$ cat config.mk
export PLATFORM = sky130hd
export DESIGN_NAME = rrht_cell
export DESIGN_NICKNAME = d
export VERILOG_FILES = /design/src/rtl/core/rect_region_hit_table_assert.svh /design/src/rtl/core/rrht_pkg.sv /design/src/rtl/core/rrht_cell.sv
export SDC_FILE = /design/constraint.sdc
export NUM_CORES = 1
export LEC_CHECK = 0
export BUFFER_PORTS_ARGS = -buffer_cell sky130_fd_sc_hd__buf_2
export CORE_ASPECT_RATIO = 1.2
export CORE_MARGIN = 3
export CORE_UTILIZATION = 45
export DETAILED_ROUTE_END_ITERATION = 10
export PLACE_DENSITY = 0.67
export SYNTH_ARGS = -nofsm -noshare
export SYNTH_HDL_FRONTEND = slang
export SYNTH_SLANG_ARGS = --single-unit
$ cat constraint.sdc
create_clock -name i_clk -period 4.91 [get_ports i_clk]
set_clock_uncertainty 0.05 [all_clocks]
set_input_delay 0.982 -clock i_clk [delete_from_list [all_inputs] [get_ports i_clk]]
set_output_delay 0.982 -clock i_clk [all_outputs]
set_load 0.01 [all_outputs]
$ cat src/rtl/core/rect_region_hit_table_assert.svh
// Assertion macros for the click region table.
`ifndef RECT_REGION_HIT_TABLE_ASSERT_SVH
`define RECT_REGION_HIT_TABLE_ASSERT_SVH

// Check that cons holds in the same cycle as ante.
`define RRHT_ASSERT_NOW(lbl, ante, cons, msg) \
    lbl: assert property (@(posedge i_clk) disable iff (!i_rst_n) (ante) |-> (cons)) \
        else $error(msg);

// Check that cons holds in the cycle after ante.
`define RRHT_ASSERT_NEXT(lbl, ante, cons, msg) \
    lbl: assert property (@(posedge i_clk) disable iff (!i_rst_n) (ante) |=> (cons)) \
        else $error(msg);

`endif

$ cat src/rtl/core/rrht_pkg.sv
// Shared types, codes and sizes for the click region table.
`timescale 1ns / 1ps
package rrht_pkg;

    localparam int MAX_ENTRIES_DEF = 64;
    localparam int KEY_CODES_DEF   = 256;
    localparam int CFG_W           = 7;

    localparam logic [3:0] OP_CREATE  = 4'd0;
    localparam logic [3:0] OP_ADD_KEY = 4'd1;
    localparam logic [3:0] OP_DESTROY = 4'd2;
    localparam logic [3:0] OP_SET_TYP = 4'd3;
    localparam logic [3:0] OP_SET_POS = 4'd4;
    localparam logic [3:0] OP_SET_SZ  = 4'd5;
    localparam logic [3:0] OP_SET_EXT = 4'd6;
    localparam logic [3:0] OP_SET_PRV = 4'd7;
    localparam logic [3:0] OP_SET_OWN = 4'd8;
    localparam logic [3:0] OP_READ    = 4'd9;
    localparam logic [3:0] OP_DETECT  = 4'd10;

    localparam logic [2:0] ST_OK      = 3'd0;
    localparam logic [2:0] ST_INVALID = 3'd1;
    localparam logic [2:0] ST_FULL    = 3'd2;
    localparam logic [2:0] ST_REJECT  = 3'd3;
    localparam logic [2:0] ST_NO_HIT  = 3'd4;
    localparam logic [2:0] ST_HIT     = 3'd5;

    typedef struct packed {
        logic [3:0]         opcode;
        logic [5:0]         tile_id;
        logic signed [15:0] pos_x;
        logic signed [15:0] pos_y;
        logic [14:0]        width;
        logic [14:0]        height;
        logic [1:0]         tile_type;
        logic signed [31:0] extra_value;
        logic               private_flag;
        logic [7:0]         owner;
        logic [7:0]         key_code;
    } t_cmd;

    typedef struct packed {
        logic [2:0]         status;
        logic [5:0]         tile_id;
        logic signed [15:0] pos_x;
        logic signed [15:0] pos_y;
        logic [14:0]        width;
        logic [14:0]        height;
        logic [1:0]         tile_type;
        logic signed [31:0] extra_value;
        logic               private_flag;
        logic [7:0]         owner;
        logic               broadcast;
        logic               last;
    } t_res;

endpackage

$ cat src/rtl/core/rrht_cell.sv
// One table entry of the scan chain: storage, hit test and update.
`timescale 1ns / 1ps
module rrht_cell #(
    parameter int MAX_ENTRIES = 64,
    parameter int KEY_CODES   = 256,
    parameter int IDX         = 0,
    parameter int LIM_W       = 7
) (
    input  logic              i_clk,
    input  logic              i_rst_n,
    input  logic              i_en,
    input  logic              i_tok,
    input  logic              i_done,
    input  rrht_pkg::t_cmd    i_cmd,
    input  logic [LIM_W-1:0]  i_limit,
    input  logic              i_clr,
    input  logic [LIM_W-1:0]  i_clr_from,
    output logic              o_tok,
    output logic              o_done,
    output logic              o_res_v,
    output rrht_pkg::t_res    o_res
);
    import rrht_pkg::*;

    localparam int KIDX_W = (KEY_CODES > 1) ? $clog2(KEY_CODES) : 1;
    localparam logic [LIM_W-1:0] MY_IDX = LIM_W'(IDX);

    logic                 r_tok, r_done, r_exists;
    logic signed [15:0]   r_cx, r_cy;
    logic [14:0]          r_wx, r_wy;
    logic [1:0]           r_shape;
    logic signed [31:0]   r_word;
    logic                 r_priv;
    logic [7:0]           r_owner;
    logic [KEY_CODES-1:0] r_mask;

    logic              usable, is_me, key_ok, key_hit, in_x, in_y, valid_id;
    logic              do_create, do_write;
    logic signed [16:0] x_hi, y_hi;
    logic [KIDX_W-1:0] kidx;

    always_comb begin
        usable   = MY_IDX < i_limit;
        is_me    = i_cmd.tile_id == 6'(IDX);
        kidx     = i_cmd.key_code[KIDX_W-1:0];
        key_ok   = {1'b0, i_cmd.key_code} < 9'(KEY_CODES);
        key_hit  = key_ok && r_mask[kidx];
        x_hi     = 17'(r_cx) + $signed({2'b00, r_wx});
        y_hi     = 17'(r_cy) + $signed({2'b00, r_wy});
        in_x     = (i_cmd.pos_x >= r_cx) && (17'(i_cmd.pos_x) <= x_hi);
        in_y     = (i_cmd.pos_y >= r_cy) && (17'(i_cmd.pos_y) <= y_hi);
        valid_id = r_exists && usable;
        do_create = 1'b0;
        do_write  = 1'b0;
        o_res_v   = 1'b0;
        o_res     = '0;
        o_res.tile_id = 6'(IDX);
        case (i_cmd.opcode)
            OP_CREATE: begin
                do_create = r_tok && !r_done && !r_exists && usable;
                o_res_v   = do_create;
            end
            OP_DETECT: begin
                if (r_tok && r_exists && usable && key_hit && r_shape == 2'd0 && in_x && in_y)
                begin
                    o_res_v        = 1'b1;
                    o_res.status   = ST_HIT;
                    o_res.pos_x    = i_cmd.pos_x;
                    o_res.pos_y    = i_cmd.pos_y;
                    o_res.owner    = r_owner;
                    o_res.broadcast = !(r_owner != 8'd0 && r_priv);
                end
            end
            default: begin
                o_res_v  = r_tok && is_me;
                do_write = r_tok && is_me && valid_id;
                if (!valid_id) begin
                    o_res.status = ST_INVALID;
                end else if (i_cmd.opcode == OP_SET_TYP && i_cmd.tile_type > 2'd1) begin
                    o_res.status = ST_REJECT;
                end else if (i_cmd.opcode == OP_READ) begin
                    o_res.pos_x        = r_cx;
                    o_res.pos_y        = r_cy;
                    o_res.width        = r_wx;
                    o_res.height       = r_wy;
                    o_res.tile_type    = r_shape;
                    o_res.extra_value  = r_word;
                    o_res.private_flag = r_priv;
                    o_res.owner        = r_owner;
                end
            end
        endcase
        o_tok  = r_tok;
        o_done = r_done || o_res_v;
    end

    always_ff @(posedge i_clk) begin
        if (!i_rst_n) begin
            r_tok    <= 1'b0;
            r_done   <= 1'b0;
            r_exists <= 1'b0;
        end else begin
            if (i_en) begin
                r_tok  <= i_tok;
                r_done <= i_done;
            end
            if (i_clr && MY_IDX >= i_clr_from) begin
                r_exists <= 1'b0;
            end
            if (i_en && do_create) begin
                r_exists <= 1'b1;
                r_cx     <= i_cmd.pos_x;
                r_cy     <= i_cmd.pos_y;
                r_wx     <= i_cmd.width;
                r_wy     <= i_cmd.height;
                r_shape  <= i_cmd.tile_type;
                r_word   <= i_cmd.extra_value;
                r_priv   <= i_cmd.private_flag;
                r_owner  <= i_cmd.owner;
                r_mask   <= '0;
                if (key_ok) begin
                    r_mask[kidx] <= 1'b1;
                end
            end
            if (i_en && do_write) begin
                case (i_cmd.opcode)
                    OP_ADD_KEY: if (key_ok) r_mask[kidx] <= 1'b1;
                    OP_DESTROY: r_exists <= 1'b0;
                    OP_SET_TYP: if (i_cmd.tile_type <= 2'd1) r_shape <= i_cmd.tile_type;
                    OP_SET_POS: begin
                        r_cx <= i_cmd.pos_x;
                        r_cy <= i_cmd.pos_y;
                    end
                    OP_SET_SZ: begin
                        r_wx <= i_cmd.width;
                        r_wy <= i_cmd.height;
                    end
                    OP_SET_EXT: r_word  <= i_cmd.extra_value;
                    OP_SET_PRV: r_priv  <= i_cmd.private_flag;
                    OP_SET_OWN: r_owner <= i_cmd.owner;
                    default: ;
                endcase
            end
        end
    end

endmodule

# After elaboration in Yosys (flattened, before gate mapping)
# Index checks and enable logic that the tools add are counted.
dict set report totals {
  regBits 364
  latchBits 0
  mem_bits_rw 0
  mem_bits_ro 0
  elab_cells 118
  n_memories 0
}
dict set report op_classes {
  addsub 2
  mul 0
  div 0
  n_lt_le_gt_ge 10
  eq_ne 10
  shifts 0
  n_mux 54
  n_bitwise 1
  n_reduce_logical 29
}
# operator n
set ops {}
lappend ops {{two-way mux 256 bit} 4}
lappend ops {{two-way mux 105 bit} 3}
lappend ops {{OR 256 bit} 1}
lappend ops {{two-way mux 32 bit} 4}
lappend ops {{two-way mux 16 bit} 6}
lappend ops {{two-way mux 15 bit} 6}
lappend ops {{two-way mux 65 bit} 1}
lappend ops {{one-hot mux 32 bit (2 select lines)} 1}
lappend ops {{adder 16 x 16 -> 17 bit} 2}
lappend ops {{less-or-equal comparator 16 x 17 -> 1 bit} 2}
lappend ops {{greater-or-equal comparator 16 bit} 2}
lappend ops {{two-way mux 8 bit} 3}
lappend ops {{logical AND 1 bit} 20}
lappend ops {{equality test 4 x 3 -> 1 bit, second input constant} 4}
lappend ops {{one-hot mux 8 bit (2 select lines)} 1}
lappend ops {{two-way mux 1 bit} 13}
lappend ops {{equality test 4 bit, second input constant} 3}
lappend ops {{two-way mux 2 bit} 6}
lappend ops {{less-than comparator 8 x 9 -> 1 bit, second input constant} 1}
lappend ops {{two-way mux 9 bit} 1}
lappend ops {{binary-select mux 1 bit (select 8 bit)} 1}
lappend ops {{demux 1 bit (select 8 bit)} 1}
lappend ops {{equality test 4 x 2 -> 1 bit, second input constant} 2}
lappend ops {{greater-or-equal comparator 8 x 1 -> 1 bit, second input constant} 1}
lappend ops {{other kinds (15)} 17}

# Logic depth before layout (Yosys ltp)
# Gate-level depths: netlist of run 1.
dict set report depth {
  depth_word 11
  ltp_mapped 21
}

# Worst setup path before layout of run 1
# No wires, ideal clock.
dict set report synth_timing {
  path_kind {reg2out}
  from {register r_cy[1]}
  to {output port o_res[100] in the netlist's numbering}
  arrival_time_ns 4.087
  required_time_ns 3.878
  setup_slack_ns -0.209
  stages_incl_launch_ff 20
  path_cell_list {edfxtp_1 > ha_1 > a21o_1 > a211oi_1 > o21ai_0 > a311oi_1 > o21ai_0 > a31o_2 > a21oi_1 > xnor2_1 > ha_1 > a211oi_1 > nand2_1 > a2111oi_0 > a21oi_1 > nor3_1 > nand4_1 > a21oi_2 > buf_6 > a22o_1}
}
# item line_no
set synth_lines {}
lappend synth_lines {{from (decl)} rrht_cell.sv:29} ;# logic signed [15:0] r_cx, r_cy;
lappend synth_lines {{from (signal assigned)} rrht_cell.sv:113} ;# r_cy <= i_cmd.pos_y;
lappend synth_lines {{from (signal assigned)} rrht_cell.sv:132} ;# r_cy <= i_cmd.pos_y;
lappend synth_lines {{to (decl)} rrht_cell.sv:21} ;# output rrht_pkg::t_res o_res

==> results of run 1 <==
-- Yosys cell counts (6+ instances only) --
cell type / instances / area [um2]
a31oi_1: 12 / 75.07
nand4_1: 9 / 56.30
mux2_2: 69 / 777.0
mux2i_1: 48 / 480.5
buf_2: 25 / 125.1
inv_1: 44 / 165.2
a22o_1: 96 / 840.8
buf_4: 9 / 67.56
nand2b_1: 16 / 100.1
o21a_1: 10 / 75.07
and3_1: 8 / 50.05
xnor2_1: 9 / 78.83
buf_6: 13 / 146.4
mux4_2: 44 / 991.0
nor4_1: 8 / 50.05
nand2_1: 256 / 960.9
nor2b_1: 17 / 106.4
a22oi_1: 30 / 225.2
a21oi_1: 44 / 220.2
and2_1: 68 / 425.4
edfxtp_1: 361 / 10840
a211oi_1: 8 / 60.06
a21o_1: 6 / 45.04
xor2_1: 14 / 122.6
nor3_1: 17 / 85.08
nand3_1: 24 / 120.1
o21ai_0: 226 / 1131
ha_1: 96 / 1201
a21boi_1: 8 / 60.06
clkbuf_1: 81 / 304.0
mux2_1: 34 / 382.9
nor2_1: 44 / 165.2
-- through the flow --
| step | instances | TNS, ps | hold WS (ps) | cell area [um2] | total power, mW |
|---|---|---|---|---|---|
| finish | 2768 | -39420 | 500.8 | 25120 | 7.584 |
| global route | 2767 | -49530 | 524.1 | 25120 | 7.900 |
| CTS | 2763 | -44780 | 505.3 | 25040 | 7.632 |
| detailed placement | 2683 | -24170 | 491.3 | 23640 | 4.806 |
| global placement | 2683 | -20800 | 481.1 | 23640 | 4.767 |
| floorplan | 1838 | -192.7 | 446.5 | 21280 | 4.377 |
-- layer usage --
layer	vias to the layer above	part of all wire, %
li1	7512	-
met1	7978	40
met2	652	49
met3	117	8.1
met4	2	3.2
met5	-	0.015
-- critical path: stages, from the launching register on --
cell,delay (ps)
edfxtp_1,440
ha_4,280
a2111o_1,420
buf_4,150
o2111ai_1,230
a21boi_1,120
o31a_1,300
o31ai_2,230
o31ai_1,110
ha_1,310
nand2_1,70
or2_2,300
nor4_1,160
nand3_1,110
nand3_1,120
nand4b_1,240
a21o_4,340
a21boi_2,160
buf_2,150
-- worst paths after layout --
kind	start	end	slack [ps]
setup / recovery	r_cx[6]	o_res[3]	-930
hold reg to reg	r_mask[242]	r_mask[242]	500
setup reg to reg	r_done	r_mask[5]	1370
hold / removal	r_mask[242]	r_mask[242]	500
-- registers in the layout (all words and copies together) (netlist names) --
register	flops
r_mask	256
r_word	32
r_cx	16
r_cy	16
r_wx	15
r_wy	15
r_owner	8
r_shape	2
o_tok	1
r_done	1
r_exists	1
r_priv	1
-- cell families after synthesis --
family | count (synthesis) | share of synthesized area (%)
flip-flops | 364 | 51.35
AO/OA/AOI/OAI | 487 | 14.75
AND/OR/NAND/NOR | 490 | 10.85
XOR/XNOR | 23 | 0.9490
other | 1 | 0.01767
multiplexers | 195 | 12.40
adder cells (fa/ha/maj) | 98 | 5.847
buffers and inverters | 174 | 3.843
-- power by group through the flow --
stage | clock, mW | combinational (mW) | sequential (mW)
after floorplan | 0 | 0.625 | 3.75
after global placement | 0 | 0.991 | 3.78
after detailed placement | 0 | 1.02 | 3.79
after CTS | 2.85 | 1.06 | 3.72
after global routing | 2.97 | 1.19 | 3.74
final | 2.78 | 1.07 | 3.73
-- final cells by class --
| class | count | area share, % |
|---|---|---|
| well taps | 616 | 3.068 |
| repair buffers | 367 | 9.055 |
| multi-input cells | 1301 | 39.11 |
| clock inverters | 13 | 0.3287 |
| diodes | 5 | 0.04981 |
| inverters | 45 | 0.6724 |
| flip-flops and latches | 364 | 43.39 |
| clock buffers | 57 | 4.323 |
-- timing repair --
| item | 4_1_cts | 5_1_grt |
|---|---|---|
| gates resized for setup | 30 | 26 |
| setup buffers | 9 | 2 |
| gates cloned | 1 | 1 |
| pin swaps | 26 | 29 |
| setup endpoints to repair | 45 | 45 |
==> results_dict.tcl, run 1 <==
set metrics [dict create \
    status "finished with violations" \
    violations "setup timing" \
    overflow 0 \
    cts_hold_buf 0 \
    synthFlopType "edfxtp_1" \
    pwr-share-seq_pct 49.1 \
    vdd_drop_max_mv 0.3157 \
    rsz0062_at_grt "yes" \
    rr_worst_depth 7 \
    viasPerCell 5.875 \
    max_clock_freq_mhz 171.2 \
    place_ws_ps -602.7 \
    hold_violations 0 \
    antenna_found_initial 6 \
    grt_max_degree 107 \
    regArea_um2 10900 \
    p_int_mw 5.705 \
    drt_iter0_drc 1386 \
    htreeDepth 2 \
    cp-end-kind "primary output" \
    async_flop_share_pct 0 \
    die_h_um 243.9 \
    cts_buffer_depth 3 \
    dieWidth_um 204.3 \
    clockRootBuffer "clkbuf_16" \
    fin_crit_sh_pct 118.9 \
    n_fill_cell 3977 \
    die-area_um2 49830 \
    fin_util_pct 54.29 \
    synthesis.yosys.warnings 0 \
    syn_inst 1832 \
    path_max_fanout 8 \
    path_clk_slew_ps 60 \
    ys_seq_area_share_pct 51.35 \
    crit_type "reg -> out" \
    max-slew-margin-rel_pct 25.79 \
    min_period_ps 5840 \
    vias 16260 \
    met3_usage_pct 4.557 \
    wirelength_um 59360 \
    gr-usage-all-layers_pct 23.14 \
    synth_edf_count 361 \
    start_util_pct 45.88 \
    nets 2360 \
    max_slew.worst_pin.slew_ps 1107 \
    clk_latency_ps 550 \
    layout_common_cells "361 x edfxtp_1, 253 x nand2_1, 249 x buf_2, 219 x o21ai_0, 102 x buf_4" \
    syn_area_um2 21230 \
    syn_avg_cell_area_um2 11.59 \
    multi_input_area_um2 9824 \
    comb_power_share_pct 14.2 \
    ant_nets 0 \
    hpwl_um 41310 \
    drive_gt1_share_pct 27.25 \
    power_switching_share_pct 24.78 \
    critPathLaunchType "register" \
    core_um2 46270 \
    switchingPower_mw 1.879 \
    crit_arrival_ps 4810 \
    fin_ws_ps -930.4 \
    hold_class "reg -> reg" \
    grt_first_pass_wirelength_um 91430 \
    final_common_cell "edfxtp_1" \
    cts-buffers-inserted 40 \
    rows 86 \
    wl_per_cell_um 21.44 \
    slew_violations 0 \
    ys_ff_latch 364 \
    max_cap_violations 0 \
    min_path_cells 2 \
    ioPinCount 262 \
    p_leak_nw 10.29 \
    cp_data_required_time_ps 3880 \
    busiest_layer "met2" \
    pwr_density_cell_nw_per_um2 301.9 \
    drc_errors 0 \
    grtUsageMet1_pct 29.44 \
    gp_congestion 0.8774 \
    dr.pass1.iters 5 \
    met2_usage_pct 39.22 \
    clock_sinks 364 \
    pwr-share-clk_pct 36.7 \
    io_buffers 254 \
    cts_tree "done" \
    grt_pass1_vias 16270 \
    setup_viol 45 \
    synth_cell_types 71 \
    syn_to_final_growth_pct 18.34 \
]
(Power assumes the default switching activity.)
==> inputs of run 2 (changes only) <==
SETUP_SLACK_MARGIN = 0.02   (was unset)
==> run 2 against run 1 <==
Against the previous run: the run still ends with setup timing left; combinational power rose by 4%; global-route usage rose by 0.37 points; sequential power barely moved; wire length rose by 2.3%; utilization rose by 0.86 points; first-iteration DRC count fell by 0.94%; final area rose by 1.6%; clock power rose by 11%.
==> results_dict.tcl, run 2 (synthesized netlist as in run 1, its figures left out) <==
set metrics [dict create \
    status "finished with violations" \
    violations "setup timing" \
    ioPinCount 262 \
    top_regs "r_mask: 256 flops, r_word: 32 flops" \
    max_cap_violations 0 \
    p_leak_nw 10.49 \
    slew_violations 0 \
    final_common_cell "edfxtp_1" \
    antenna_found_initial 5 \
    worstReg2RegStart "r_exists" \
    rows 86 \
    largest_register "r_mask" \
    rr_endpoint "r_mask[7]" \
    layout_common_cells "361 x edfxtp_1, 252 x nand2_1, 248 x buf_2, 218 x o21ai_0, 125 x buf_4" \
    cts-buffers-inserted 40 \
    min_period_ps 6138 \
    hpwl_um 41590 \
    grt_pass1_vias 16380 \
    die-area_um2 49830 \
    cts_buffer_depth 3 \
    gr-usage-all-layers_pct 23.50 \
    grt_first_pass_wirelength_um 92970 \
    start_util_pct 45.88 \
    critPathLaunchType "register" \
    gp_congestion 0.8902 \
    crit_end "o_res[82]" \
    overflow 0 \
    placedCellCount 2698 \
    htreeDepth 2 \
    viasPerCell 5.875 \
    wirelength_um 60720 \
    path_buf_inv 4 \
    reg2reg_slack_ps 1330 \
    vdd_drop_max_mv 0.3082 \
    max_clock_freq_mhz 162.9 \
    nets 2384 \
    max_slew.worst_pin.slew_ps 1162 \
    rsz0062_at_grt "yes" \
    crit_slowest_cell "edfxtp_1" \
    dieWidth_um 204.3 \
    path_clk_slew_ps 60 \
    ant_nets 0 \
    worstSetupPathDepth 22 \
    crit_family "compound AO/OA/AOI/OAI gates" \
    path_max_fanout 7 \
    clk_latency_ps 560 \
    clock_sinks 364 \
    syn_to_final_growth_pct 20.22 \
    cpPeakStageDelay_ps 390 \
    startpoint "r_cy[1]" \
    crit_type "reg -> out" \
    vias 16390 \
    io_buffers 254 \
    grt_max_degree 113 \
    cts_tree "done" \
    hold_class "reg -> reg" \
    drive_gt1_share_pct 28.57 \
    path_cells "ha_1, a21o_1, a211oi_2, o21ai_2, a311oi_2, buf_4, o21ai_2, a31o_2, a21oi_2, xnor2_1, ha_1, a211oi_2, nand2_2, a2111oi_4, a21oi_2, nor3_2, nand4_1, a21oi_4, buf_12, clkbuf_16, a22o_1, buf_2" \
    pwr_density_cell_nw_per_um2 310.1 \
    drt_iter0_drc 1373 \
    max-slew-margin-rel_pct 22.12 \
    rr_worst_depth 7 \
    core_um2 46270 \
    setup_viol 45 \
    largest_reg_flops 256 \
    wl_per_cell_um 21.76 \
    fin_total_pwr_mw 7.915 \
    instances_no_fill 2790 \
    dr.pass1.iters 5 \
    hold_violations 0 \
    die_h_um 243.9 \
    drc_errors 0 \
    place_ws_ps -666.0 \
    fin_crit_sh_pct 125.0 \
    fin_ws_ps -1228 \
    crit_arrival_ps 5110 \
    cp_data_required_time_ps 3880 \
    clockRootBuffer "clkbuf_16" \
    n_fill_cell 3916 \
    cp-end-kind "primary output" \
]
-- run 2: tightest hold or removal path, stage by stage (launching register included) --
cell and delay, ps:
dfxtp_1 320, mux2i_1 120, nor2b_1 60
-- run 2: timing repair --
action	in CTS	in global routing
gates resized for setup	47	10
endpoints found under the hold margin	0	0
pin swaps	34	13
setup endpoints to repair	45	45
hold buffers	0	0
gates cloned	2	1
setup buffers	14	2
-- run 2: where the power goes --
part,internal (mW),switching [mW],total (mW)
Clock,1.84,1.24,3.08
Sequential,3.63,0.0987,3.72
Combinational,0.511,0.599,1.11
Total,5.98,1.94,7.91
-- run 2: worst min path at each step --
stage | to | depth (start not counted) | from | slack (ps)
2_1_floorplan | r_done | 2 | r_done | 450
3_3_place_gp | r_done | 2 | r_done | 470
3_5_place_dp | r_done | 2 | r_done | 480
4_1_cts | r_done | 2 | r_done | 490
5_1_grt | r_done | 2 | r_done | 520
6_report | r_done | 2 | r_done | 490
-- run 2: per-stage QoR --
stage	util [%]	setup TNS, ps	area, um2	hold WS, ps
2_1_floorplan	-	0	21290	446.5
3_5_place_dp	51.36	-26310	23760	478.2
3_3_place_gp	51.36	-20760	23760	473.3
4_1_cts	54.92	-42440	25410	488.0
5_1_grt	55.14	-61880	25510	519.2
6_report	55.15	-50800	25520	491.8
-- run 2: area by class of cell --
type                       count  area [um2]  share of cell area (%)
sequential                   364       10900                   42.71
multi-input combinational   1301        9859                   38.64
timing repair buffer         391        2512                   9.845
clock buffer                  51        1064                   4.167
tap                          616       770.7                   3.020
clock inverter                18       234.0                  0.9168
inverter                      45       168.9                  0.6619
antenna                        4       10.01                 0.03922
-- run 2: routing by layer --
layer | wire [um] | global-route usage, %
met5 | 28 | 0
met4 | 2166 | 9.131
met3 | 4406 | 3.942
met2 | 29850 | 39.92
met1 | 24270 | 30.05
